## config.mk

```make
export PLATFORM = sky130hd
export DESIGN_NAME = ctg_ctrl
export DESIGN_NICKNAME = d
export VERILOG_FILES = /design/src/ctg_pkg.sv /design/src/ctg_ctrl.sv
export SDC_FILE = /design/constraint.sdc
export NUM_CORES = 1
export LEC_CHECK = 0
export BUFFER_PORTS_ARGS = -buffer_cell sky130_fd_sc_hd__buf_2
export CAP_MARGIN = 5
export CORE_MARGIN = 2
export CORE_UTILIZATION = 52
export CTS_BUF_LIST = sky130_fd_sc_hd__clkbuf_4
export CTS_CLUSTER_DIAMETER = 80
export CTS_CLUSTER_SIZE = 28
export DETAILED_ROUTE_END_ITERATION = 10
export PLACE_DENSITY = 0.74
export REMOVE_ABC_BUFFERS = 1
export SYNTH_ARGS = -nofsm -noshare
export SYNTH_HDL_FRONTEND = slang
export SYNTH_SLANG_ARGS = --single-unit
```

## constraint.sdc

```tcl
create_clock -name clk_i -period 1.65 [get_ports clk_i]
set_input_delay 0.33 -clock clk_i [delete_from_list [all_inputs] [get_ports clk_i]]
set_output_delay 0.33 -clock clk_i [all_outputs]
set_load 0.01 [all_outputs]
```

## src/ctg_pkg.sv

```systemverilog
// ctg_pkg: shared types and constants of the cubic trajectory generator
// holds controller states, datapath operation codes and the command/status structs
// no dependencies
package ctg_pkg;

  localparam int unsigned FRACTION_BITS = 16;
  localparam int unsigned CFG_IDX_W     = 3;
  localparam logic [63:0] COEF_MAX      = 64'h7FFF_FFFF_FFFF_FFFF;

  // configuration register indexes
  localparam logic [CFG_IDX_W-1:0] REG_START  = 3'd0;
  localparam logic [CFG_IDX_W-1:0] REG_END    = 3'd1;
  localparam logic [CFG_IDX_W-1:0] REG_DUR    = 3'd2;
  localparam logic [CFG_IDX_W-1:0] REG_SMOOTH = 3'd3;

  typedef enum logic [3:0] {
    ST_IDLE,
    ST_SETUP,
    ST_DIV_GO,
    ST_DIV_WAIT,
    ST_TIME,
    ST_MUL_LO,
    ST_MUL_HI,
    ST_MUL_END,
    ST_ADD,
    ST_CONV,
    ST_OFFS,
    ST_DONE
  } ctg_state_e;

  typedef enum logic [1:0] {
    PH_A,
    PH_B,
    PH_C
  } ctg_phase_e;

  typedef enum logic [4:0] {
    OP_NONE,
    OP_LATCH,
    OP_SETUP,
    OP_DIV_2DM,
    OP_DIV_3DM,
    OP_DIV_DM,
    OP_DIV_QUOT,
    OP_WR_A,
    OP_WR_B,
    OP_WR_C,
    OP_TIME,
    OP_MUL_LO,
    OP_MUL_HI,
    OP_MUL_END,
    OP_ADD_B,
    OP_ADD_C,
    OP_CONV,
    OP_OFFS,
    OP_OUT
  } ctg_op_e;

  typedef struct packed {
    ctg_op_e op;
  } ctg_cmd_t;

  typedef struct packed {
    logic div_done;
    logic dur_zero;
    logic smooth;
    logic lat_zero;
    logic out_busy;
  } ctg_status_t;

endpackage

```

## src/ctg_ctrl.sv

```systemverilog
// ctg_ctrl: sequencing state machine for start and tick items
// issues one datapath operation per cycle, none while it waits on the divider or the result channel; uses ctg_pkg
module ctg_ctrl (
  input  logic                 clk_i,
  input  logic                 rst_ni,
  input  logic                 in_valid_i,
  input  logic                 mode_i,
  output logic                 in_ready_o,
  input  ctg_pkg::ctg_status_t status_i,
  output ctg_pkg::ctg_cmd_t    cmd_o
);

  ctg_pkg::ctg_state_e state_q, state_d;
  ctg_pkg::ctg_phase_e phase_q, phase_d;
  logic [1:0]          left_q, left_d;
  logic                first_q, first_d;
  logic [1:0]          mulk_q, mulk_d;

  // next state
  always_comb begin
    state_d = state_q;
    phase_d = phase_q;
    left_d  = left_q;
    first_d = first_q;
    mulk_d  = mulk_q;
    case (state_q)
      ctg_pkg::ST_IDLE: begin
        if (in_valid_i) begin
          state_d = mode_i ? ctg_pkg::ST_SETUP : ctg_pkg::ST_TIME;
        end
      end
      ctg_pkg::ST_SETUP: begin
        first_d = 1'b1;
        if (status_i.dur_zero) begin
          state_d = ctg_pkg::ST_DONE;
        end else if (status_i.smooth) begin
          phase_d = ctg_pkg::PH_A;
          left_d  = 2'd3;
          state_d = ctg_pkg::ST_DIV_GO;
        end else begin
          phase_d = ctg_pkg::PH_C;
          left_d  = 2'd1;
          state_d = ctg_pkg::ST_DIV_GO;
        end
      end
      ctg_pkg::ST_DIV_GO: begin
        first_d = 1'b0;
        left_d  = left_q - 2'd1;
        state_d = ctg_pkg::ST_DIV_WAIT;
      end
      ctg_pkg::ST_DIV_WAIT: begin
        if (status_i.div_done) begin
          if (left_q != 2'd0) begin
            state_d = ctg_pkg::ST_DIV_GO;
          end else if (phase_q == ctg_pkg::PH_A) begin
            phase_d = ctg_pkg::PH_B;
            left_d  = 2'd2;
            first_d = 1'b1;
            state_d = ctg_pkg::ST_DIV_GO;
          end else begin
            state_d = ctg_pkg::ST_DONE;
          end
        end
      end
      ctg_pkg::ST_TIME: begin
        mulk_d  = 2'd0;
        state_d = status_i.lat_zero ? ctg_pkg::ST_DONE : ctg_pkg::ST_MUL_LO;
      end
      ctg_pkg::ST_MUL_LO:  state_d = ctg_pkg::ST_MUL_HI;
      ctg_pkg::ST_MUL_HI:  state_d = ctg_pkg::ST_MUL_END;
      ctg_pkg::ST_MUL_END: state_d = (mulk_q == 2'd2) ? ctg_pkg::ST_CONV : ctg_pkg::ST_ADD;
      ctg_pkg::ST_ADD: begin
        mulk_d  = mulk_q + 2'd1;
        state_d = ctg_pkg::ST_MUL_LO;
      end
      ctg_pkg::ST_CONV: state_d = ctg_pkg::ST_OFFS;
      ctg_pkg::ST_OFFS: state_d = ctg_pkg::ST_DONE;
      ctg_pkg::ST_DONE: begin
        if (!status_i.out_busy) begin
          state_d = ctg_pkg::ST_IDLE;
        end
      end
      default: state_d = ctg_pkg::ST_IDLE;
    endcase
  end

  // outputs
  always_comb begin
    cmd_o.op   = ctg_pkg::OP_NONE;
    in_ready_o = 1'b0;
    case (state_q)
      ctg_pkg::ST_IDLE: begin
        in_ready_o = 1'b1;
        if (in_valid_i) begin
          cmd_o.op = ctg_pkg::OP_LATCH;
        end
      end
      ctg_pkg::ST_SETUP: cmd_o.op = ctg_pkg::OP_SETUP;
      ctg_pkg::ST_DIV_GO: begin
        if (!first_q) begin
          cmd_o.op = ctg_pkg::OP_DIV_QUOT;
        end else begin
          case (phase_q)
            ctg_pkg::PH_A: cmd_o.op = ctg_pkg::OP_DIV_2DM;
            ctg_pkg::PH_B: cmd_o.op = ctg_pkg::OP_DIV_3DM;
            default:       cmd_o.op = ctg_pkg::OP_DIV_DM;
          endcase
        end
      end
      ctg_pkg::ST_DIV_WAIT: begin
        if (status_i.div_done && left_q == 2'd0) begin
          case (phase_q)
            ctg_pkg::PH_A: cmd_o.op = ctg_pkg::OP_WR_A;
            ctg_pkg::PH_B: cmd_o.op = ctg_pkg::OP_WR_B;
            default:       cmd_o.op = ctg_pkg::OP_WR_C;
          endcase
        end
      end
      ctg_pkg::ST_TIME:    cmd_o.op = ctg_pkg::OP_TIME;
      ctg_pkg::ST_MUL_LO:  cmd_o.op = ctg_pkg::OP_MUL_LO;
      ctg_pkg::ST_MUL_HI:  cmd_o.op = ctg_pkg::OP_MUL_HI;
      ctg_pkg::ST_MUL_END: cmd_o.op = ctg_pkg::OP_MUL_END;
      ctg_pkg::ST_ADD:     cmd_o.op = (mulk_q == 2'd0) ? ctg_pkg::OP_ADD_B : ctg_pkg::OP_ADD_C;
      ctg_pkg::ST_CONV:    cmd_o.op = ctg_pkg::OP_CONV;
      ctg_pkg::ST_OFFS:    cmd_o.op = ctg_pkg::OP_OFFS;
      ctg_pkg::ST_DONE: begin
        if (!status_i.out_busy) begin
          cmd_o.op = ctg_pkg::OP_OUT;
        end
      end
      default: cmd_o.op = ctg_pkg::OP_NONE;
    endcase
  end

  always_ff @(posedge clk_i or negedge rst_ni) begin
    if (!rst_ni) begin
      state_q <= ctg_pkg::ST_IDLE;
      phase_q <= ctg_pkg::PH_A;
      left_q  <= '0;
      first_q <= 1'b0;
      mulk_q  <= '0;
    end else begin
      state_q <= state_d;
      phase_q <= phase_d;
      left_q  <= left_d;
      first_q <= first_d;
      mulk_q  <= mulk_d;
    end
  end

endmodule
```

==> results.md, run 1 <==
• **NumNets Final** 173
• **clk_skew** 0.00543 ns
• **Slew Limit Headroom** 0.766
• **relative contribution of combinational cells to total power** 0.737
• **cell depth of the worst flop-to-flop path** 5
• **Vert. Die Dim** 47.0 um
• **average via count per standard cell** 6.06
• **final cell count without fillers** 185
• **number of cells produced by synthesis** 126
• **leftover overflow at the end of global routing** 0
• **max-cap viol count** 0
• **worst hold path depth** 3
• **Clock Pin Slew Worst Setup and Hold Paths** 0.08 ns
• **Achievable Freq** 496 MHz
• **Lkg Pwr** 0.644 nW
• **worst-case vdd ir drop** 1.15 mV
• **final setup TNS** -1.54 ns
• **number of library cell types mapped by synthesis** 41
• **final setup violation count** 6
• **Final WS setup** -0.365 ns
• **source of the worst register-to-register timing path** state_q[2]
• **Period Utilization, post-route** 1.22
• **DRC violation count after routing** 0
• **initial cell density of the core** 0.556
• **slew at the pin closest to its max-slew limit** 0.350 ns
• **reg2reg end** phase_q[1]
• **buffers added on ports** 14
• **power per cell area** 1930 nW/um^2
• **Synth Area per Inst** 7.62 um^2
• **floorplan die width** 47.0 um
• **layout cell share with drive strength beyond 1** 0.369
• **Inserted Clock Buffers** 3
• **1st-pass router iterations** 4
• **I/O pin count** 15
• **TritonCTS clock tree** done
• **gr usage total** 0.308
• **total count of hold-check failures in the final report** 0
• **Inst Count DP** 179
• **violated checks** setup timing
• **unrepaired setup endpoints after global routing** true
• **internal power** 1.32 mW
• **critical path startpoint category** flop
• **nature of the critical path endpoint** primary output
• **count of pins over their slew limit** 0
• **worst setup path startpoint** state_q[2]
• **buffer levels on the longest clock path** 2
• **combined area of all synthesized cells** 960 um^2
• **Net Sw Power** 1.15 mW
• **top library cells by usage in the layout, fill and taps aside** buf_4 (21), nand2_1 (16), buf_2 (14)
• **DIE AREA** 2210 um^2
• **sequential cell fraction of total power** 0.183
• **peak fanout along the critical path** 4
• **post-synthesis sequential area ratio** 0.287
• **total wirelength of the detailed-routed design** 2900 um
• **number of global-route vias before repair** 1,044
• **number of clock sinks seen by CTS** 11
• **final weighted congestion in routability-driven placement** 0.854
• **via count** 1,121
• **slack of the worst reg-to-reg path** 0.03 ns
• **shortest period the worst path allows** 2.01 ns
• **CP Class** reg -> out
• **outcome** finished, violations left
• **antenna violations before repair** 0
• **arrival time of the worst setup path** 1.68 ns
• **net switching share of the total power** 0.466
• **ANT cells** 0
• **Critical Path RT** 1.32 ns
• **most common cell after layout, fill and taps aside** buf_4
• **wire length per cell after detailed routing** 15.6 um
• **wire length of the first global-routing pass** 4700 um
• **Area growth, synth to finish** 33.1%
• **largest net degree at the start of global routing** 12
• **count of synthesis-stage warnings from yosys** 0
• **critical path endpoint** cmd_o[3]
• **post-synthesis register bit count** 11
• **type of the worst min-delay path** in -> reg
• **number of levels the H-tree was split into** 1
• **antenna-violating nets left** 0
• **portion of total power attributed to the clock network** 0.080
• **Core Region** 1730 um^2
• **HPWL after detailed placement** 2120 um
• **buffer cell driving the clock tree root** clkbuf_4
• **Iter 0 DRT Violations** 45
• **number of rows created at floorplan** 15
• **clock insertion delay at the later pin of the skew report** 0.28 ns
[cell usage after synthesis (all sizes together)]
library cell | n | area, um^2
ha | 3 | 37.5
o21ai | 12 | 60.1
o221ai | 2 | 17.5
nand3 | 5 | 30.0
or4 | 1 | 11.3
nand2b | 2 | 12.5
buf | 6 | 42.5
and3 | 1 | 6.26
a22oi | 4 | 35.0
a41o | 1 | 10.0
dfrtp | 11 | 275
o22ai | 4 | 25.0
a2bb2oi | 1 | 8.76
nor3 | 4 | 20.0
mux2 | 1 | 11.3
o311ai | 1 | 8.76
nor2 | 10 | 45.0
and4bb | 1 | 12.5
clkbuf | 2 | 7.51
nand2 | 17 | 63.8
a22o | 1 | 8.76
a32oi | 1 | 8.76
inv | 9 | 33.8
or2 | 3 | 18.8
o2111ai | 1 | 8.76
and2 | 2 | 12.5
nor4 | 1 | 6.26
o211a | 1 | 10.0
a21o | 1 | 7.51
nor4b | 1 | 8.76
a211oi | 2 | 15.0
or4b | 1 | 10.0
a21oi | 10 | 50.1
nor2b | 2 | 12.5
o21bai | 1 | 7.51
[timing repair]
item	in CTS	in global routing
gates resized for setup	13	3
pin swaps	3	0
hold buffers	1	0
endpoints found under the hold margin	11	0
setup endpoints to repair	6	10
setup buffers	1	0
[critical path, stage by stage (launching register included)]
cell and delay (ns):
dfrtp_1 0.41, or2_1 0.31, nor4_2 0.32, a21oi_1 0.08, o21bai_1 0.14, buf_2 0.15
[logic make-up (layout without fill, tap and decap cells)]
kind of cell | count (synthesis) | in the layout | share of synthesized area
and+or+nand+nor | 51 | 51 | 0.282
DFF | 11 | 11 | 0.287
adders and majority gates | 3 | 3 | 0.0391
AOI/OAI and AO/OA | 43 | 43 | 0.293
muxes | 1 | 1 | 0.0117
buffers and inverters | 17 | 51 | 0.0874
[area by class of cell]
cell class	instances	area, um^2
tap	25	31.3
fill	136	449
multi-input combinational	98	649
clock inverter	1	5.00
clock buffer	3	22.5
timing repair buffer	38	260
inverter	9	33.8
sequential	11	275
[registers in the layout, indices dropped and copies added, names as in the netlist]
register	flops
first_q	1
phase_q	2
left_q	2
mulk_q	2
state_q	4
[power by group through the flow]
stage | Combinational (mW) | Sequential (mW) | Clock (mW)
detailed placement | 1.63 | 0.448 | 0
floorplan | 0.875 | 0.518 | 0
global placement | 1.59 | 0.447 | 0
CTS | 1.76 | 0.446 | 0.195
global route | 1.99 | 0.465 | 0.210
finish | 1.82 | 0.452 | 0.196
[worst min path at each step]
| stage | from | to | slack [ns] |
|---|---|---|---|
| final | status_i[0] | state_q[3] | 0.35 |
| after CTS | status_i[0] | state_q[3] | 0.35 |
| after detailed placement | rst_ni | left_q[1] | 0.22 |
| after global routing | status_i[0] | state_q[3] | 0.35 |
| after floorplan | rst_ni | first_q | 0.03 |
| after global placement | rst_ni | left_q[0] | 0.21 |
[through the flow]
step	setup slack [ns]	area (um^2)	hold slack (ns)	util	power, mW
final	-0.365	1280	0.354	0.740	2.46
after floorplan	-0.0667	910	0.0344	-	1.39
after global routing	-0.445	1280	0.353	0.740	2.67
after CTS	-0.348	1260	0.349	0.732	2.40
after detailed placement	-0.0922	1180	0.215	0.681	2.08
after global placement	-0.0539	1180	0.213	0.681	2.03
[per-layer routing]
layer  routed length, um  up-vias  share of wire  GRT usage
li1                    -      525              -          -
met1                1300      543           0.45      0.440
met2                1370       42           0.47      0.458
met3                 175       11          0.060     0.0500
met4                  53        0          0.018      0.133
met5                   0        -              0          0
No activity file was read; power rests on OpenSTA's default activity.
==> run 2, diff against run 1 <==
Settings changed: PLACE_DENSITY 0.74 to 0.88.
==> run 2 against run 1 <==
  * The run still ends with setup timing left
  * Global-route usage grew 0.37 points
  * Critical path type unchanged
  * Critical endpoint unchanged
  * Via count is 1.6% higher
  * Die area unchanged
  * Register-to-register slack got worse by 0.04 ns
  * Non-clock buffer count decreased by 3
  * First-iteration DRC count rose by 49%
  * Sequential cell count is the same
  * Largest cell class unchanged
  * Clock-buffer cell count did not move
==> results.md, run 2 (synthesized netlist as in run 1, its figures left out) <==
• **Lkg Pwr** 0.635 nW, -1.4%
• **violated checks** setup timing
• **type of the worst min-delay path** in -> reg
• **unrepaired setup endpoints after global routing** true
• **DR top layer** met4
• **wire length of the first global-routing pass** 4810 um, +2.4%
• **total count of hold-check failures in the final report** 0, unchanged
• **critical path startpoint category** flop
• **count of pins over their slew limit** 0, unchanged
• **outcome** finished, violations left
• **critical path's slowest cell** dfrtp_1
• **gr usage total** 0.311, +0.00371
• **DIE AREA** 2210 um^2, unchanged
• **number of levels the H-tree was split into** 1, unchanged
• **Area growth, synth to finish** 33.0%, about the same
• **total wirelength of the detailed-routed design** 3050 um, +5.4%
• **buffer and inverter count on the worst path** 1, unchanged
• **buffer levels on the longest clock path** 2, unchanged
• **register bank with the most flops** state_q
• **leftover overflow at the end of global routing** 0, unchanged
• **sum of met2 wire segment lengths after detailed routing** 1430 um, +4.4%
• **NumNets Final** 170, -1.7%
• **Inst Count DP** 174, -2.8%
• **antenna-violating nets left** 0, unchanged
• **1st-pass router iterations** 5, +1
• **ANT cells** 0, unchanged
• **TritonCTS clock tree** done
• **nature of the critical path endpoint** primary output
• **fin util** 0.739, about the same
• **final worst hold slack** 0.382 ns, +0.0280 ns
• **slew at the pin closest to its max-slew limit** 0.331 ns, -0.0193 ns
• **worst-path cell chain** or2_1, nor4_2, a21oi_1, o21bai_1, buf_2
• **Inserted Clock Buffers** 3, unchanged
• **number of rows created at floorplan** 15, unchanged
• **peak fanout along the critical path** 4, unchanged
• **Clock Pin Slew Worst Setup and Hold Paths** 0.08 ns, about the same
• **layout cell share with drive strength beyond 1** 0.376, +0.00705
• **floorplan die width** 47.0 um, unchanged
• **buffers added on ports** 14, unchanged
• **largest net degree at the start of global routing** 17, +5
• **overall power after layout** 2.52 mW, +2.5%
• **top library cells by usage in the layout, fill and taps aside** buf_4 (18), nand2_1 (14), buf_2 (14)
• **worst-case vdd ir drop** 1.38 mV, +20%
• **fillers** 134, -1.5%
• **routed length on met1** 1210 um, -6.6%
• **power per cell area** 1980 nW/um^2, +2.6%
• **Slew Limit Headroom** 0.777, +0.0114
• **shortest period the worst path allows** 2.03 ns, +0.0123 ns
• **initial cell density of the core** 0.556, unchanged
• **Achievable Freq** 493 MHz, -0.60%
• **delay of the slowest cell on the worst path** 0.41 ns, about the same
• **Period Utilization, post-route** 1.23, +0.00743
• **DRC violation count after routing** 0, unchanged
• **I/O pin count** 15, unchanged
• **buffer cell driving the clock tree root** clkbuf_4
• **routed wl met3** 325 um, +86%
• **number of global-route vias before repair** 1,036, -0.77%
• **clock insertion delay at the later pin of the skew report** 0.28 ns, about the same
• **average via count per standard cell** 6.26, +3.3%
• **arrival time of the worst setup path** 1.70 ns, +0.02 ns
• **max reg flops** 4, unchanged
• **finished layout cell area** 1280 um^2, about the same
• **Iter 0 DRT Violations** 67, +49%
• **placed cell areas** 1140 um^2, -3.2%
• **most common cell after layout, fill and taps aside** buf_4
• **Vert. Die Dim** 47.0 um, unchanged
• **HPWL after detailed placement** 1990 um, -5.8%
• **antenna violations before repair** 0, unchanged
• **Critical Path RT** 1.32 ns, about the same
• **number of clock sinks seen by CTS** 11, unchanged
• **wire length per cell after detailed routing** 16.8 um, +7.1%
• **max-cap viol count** 0, unchanged
• **final setup violation count** 7, +1
• **final weighted congestion in routability-driven placement** 0.937, +9.7%
• **final cell count without fillers** 182, -1.6%
• **CP Class** reg -> out
• **Final WS setup** -0.377 ns, -0.0123 ns
• **clk_skew** 0.00592 ns, +0.000494 ns
• **CP top delay family** simple AND/OR/NAND/NOR gates
• **via count** 1,139, +1.6%
• **Core Region** 1730 um^2, unchanged
## run 2: layout make-up
type                       count  area (um^2)  share of cell area
clock buffer                   3         22.5              0.0176
clock inverter                 1         5.00             0.00392
inverter                       9         33.8              0.0265
multi-input combinational     98          671               0.525
sequential                    11          275               0.216
tap                           25         31.3              0.0245
timing repair buffer          35          238               0.186
## run 2: report_power, final
part	switching [mW]	total [mW]	internal, mW
logic	1.00	1.88	0.872
clock network	0.104	0.193	0.0899
registers	0.0870	0.455	0.368
total	1.19	2.52	1.33
## run 2: layer usage
metal  GRT usage  up-vias
li1            -      517
met1       0.418      521
met2       0.477       85
met3      0.0769       16
met4       0.133        0
met5           0        -
## run 2: worst register-to-register path, stage by stage (launching register included)
cell     delay (ns)
dfrtp_1        0.41
or2_1          0.32
buf_4          0.18
or4_4          0.44
nand3_2        0.12
a21oi_1        0.07
## run 2: what timing repair did
action / CTS / global route
endpoints found under the setup margin: 6 / 7
gates resized for setup: 12 / 8
hold endpoints to repair: 11 / 0
hold buffers: 1 / 0
pin swaps: 1 / 2
buffers inserted: 2 / 1
## run 2: metrics by stage
step	setup TNS (ns)	setup WS (ns)
after global routing	-2.07	-0.399
after global placement	-0.0325	-0.0309
after CTS	-1.60	-0.367
after floorplan	-0.195	-0.0667
after detailed placement	-0.199	-0.103
final	-1.64	-0.377
## run 2: path summary, 6_finish.rpt
path | from | slack [ns] | cells past startpoint | to
worst max-delay path | state_q[2] | -0.38 | 5 | cmd_o[3]
worst min-delay path | status_i[0] | 0.38 | 3 | state_q[3]
worst max register to register | state_q[2] | -0.01 | 5 | state_q[2]
worst min register to register | left_q[1] | 0.49 | 2 | left_q[1]
max in group asynchronous | rst_ni | 0.98 | 2 | mulk_q[0]
min in group asynchronous | rst_ni | 0.45 | 2 | left_q[0]
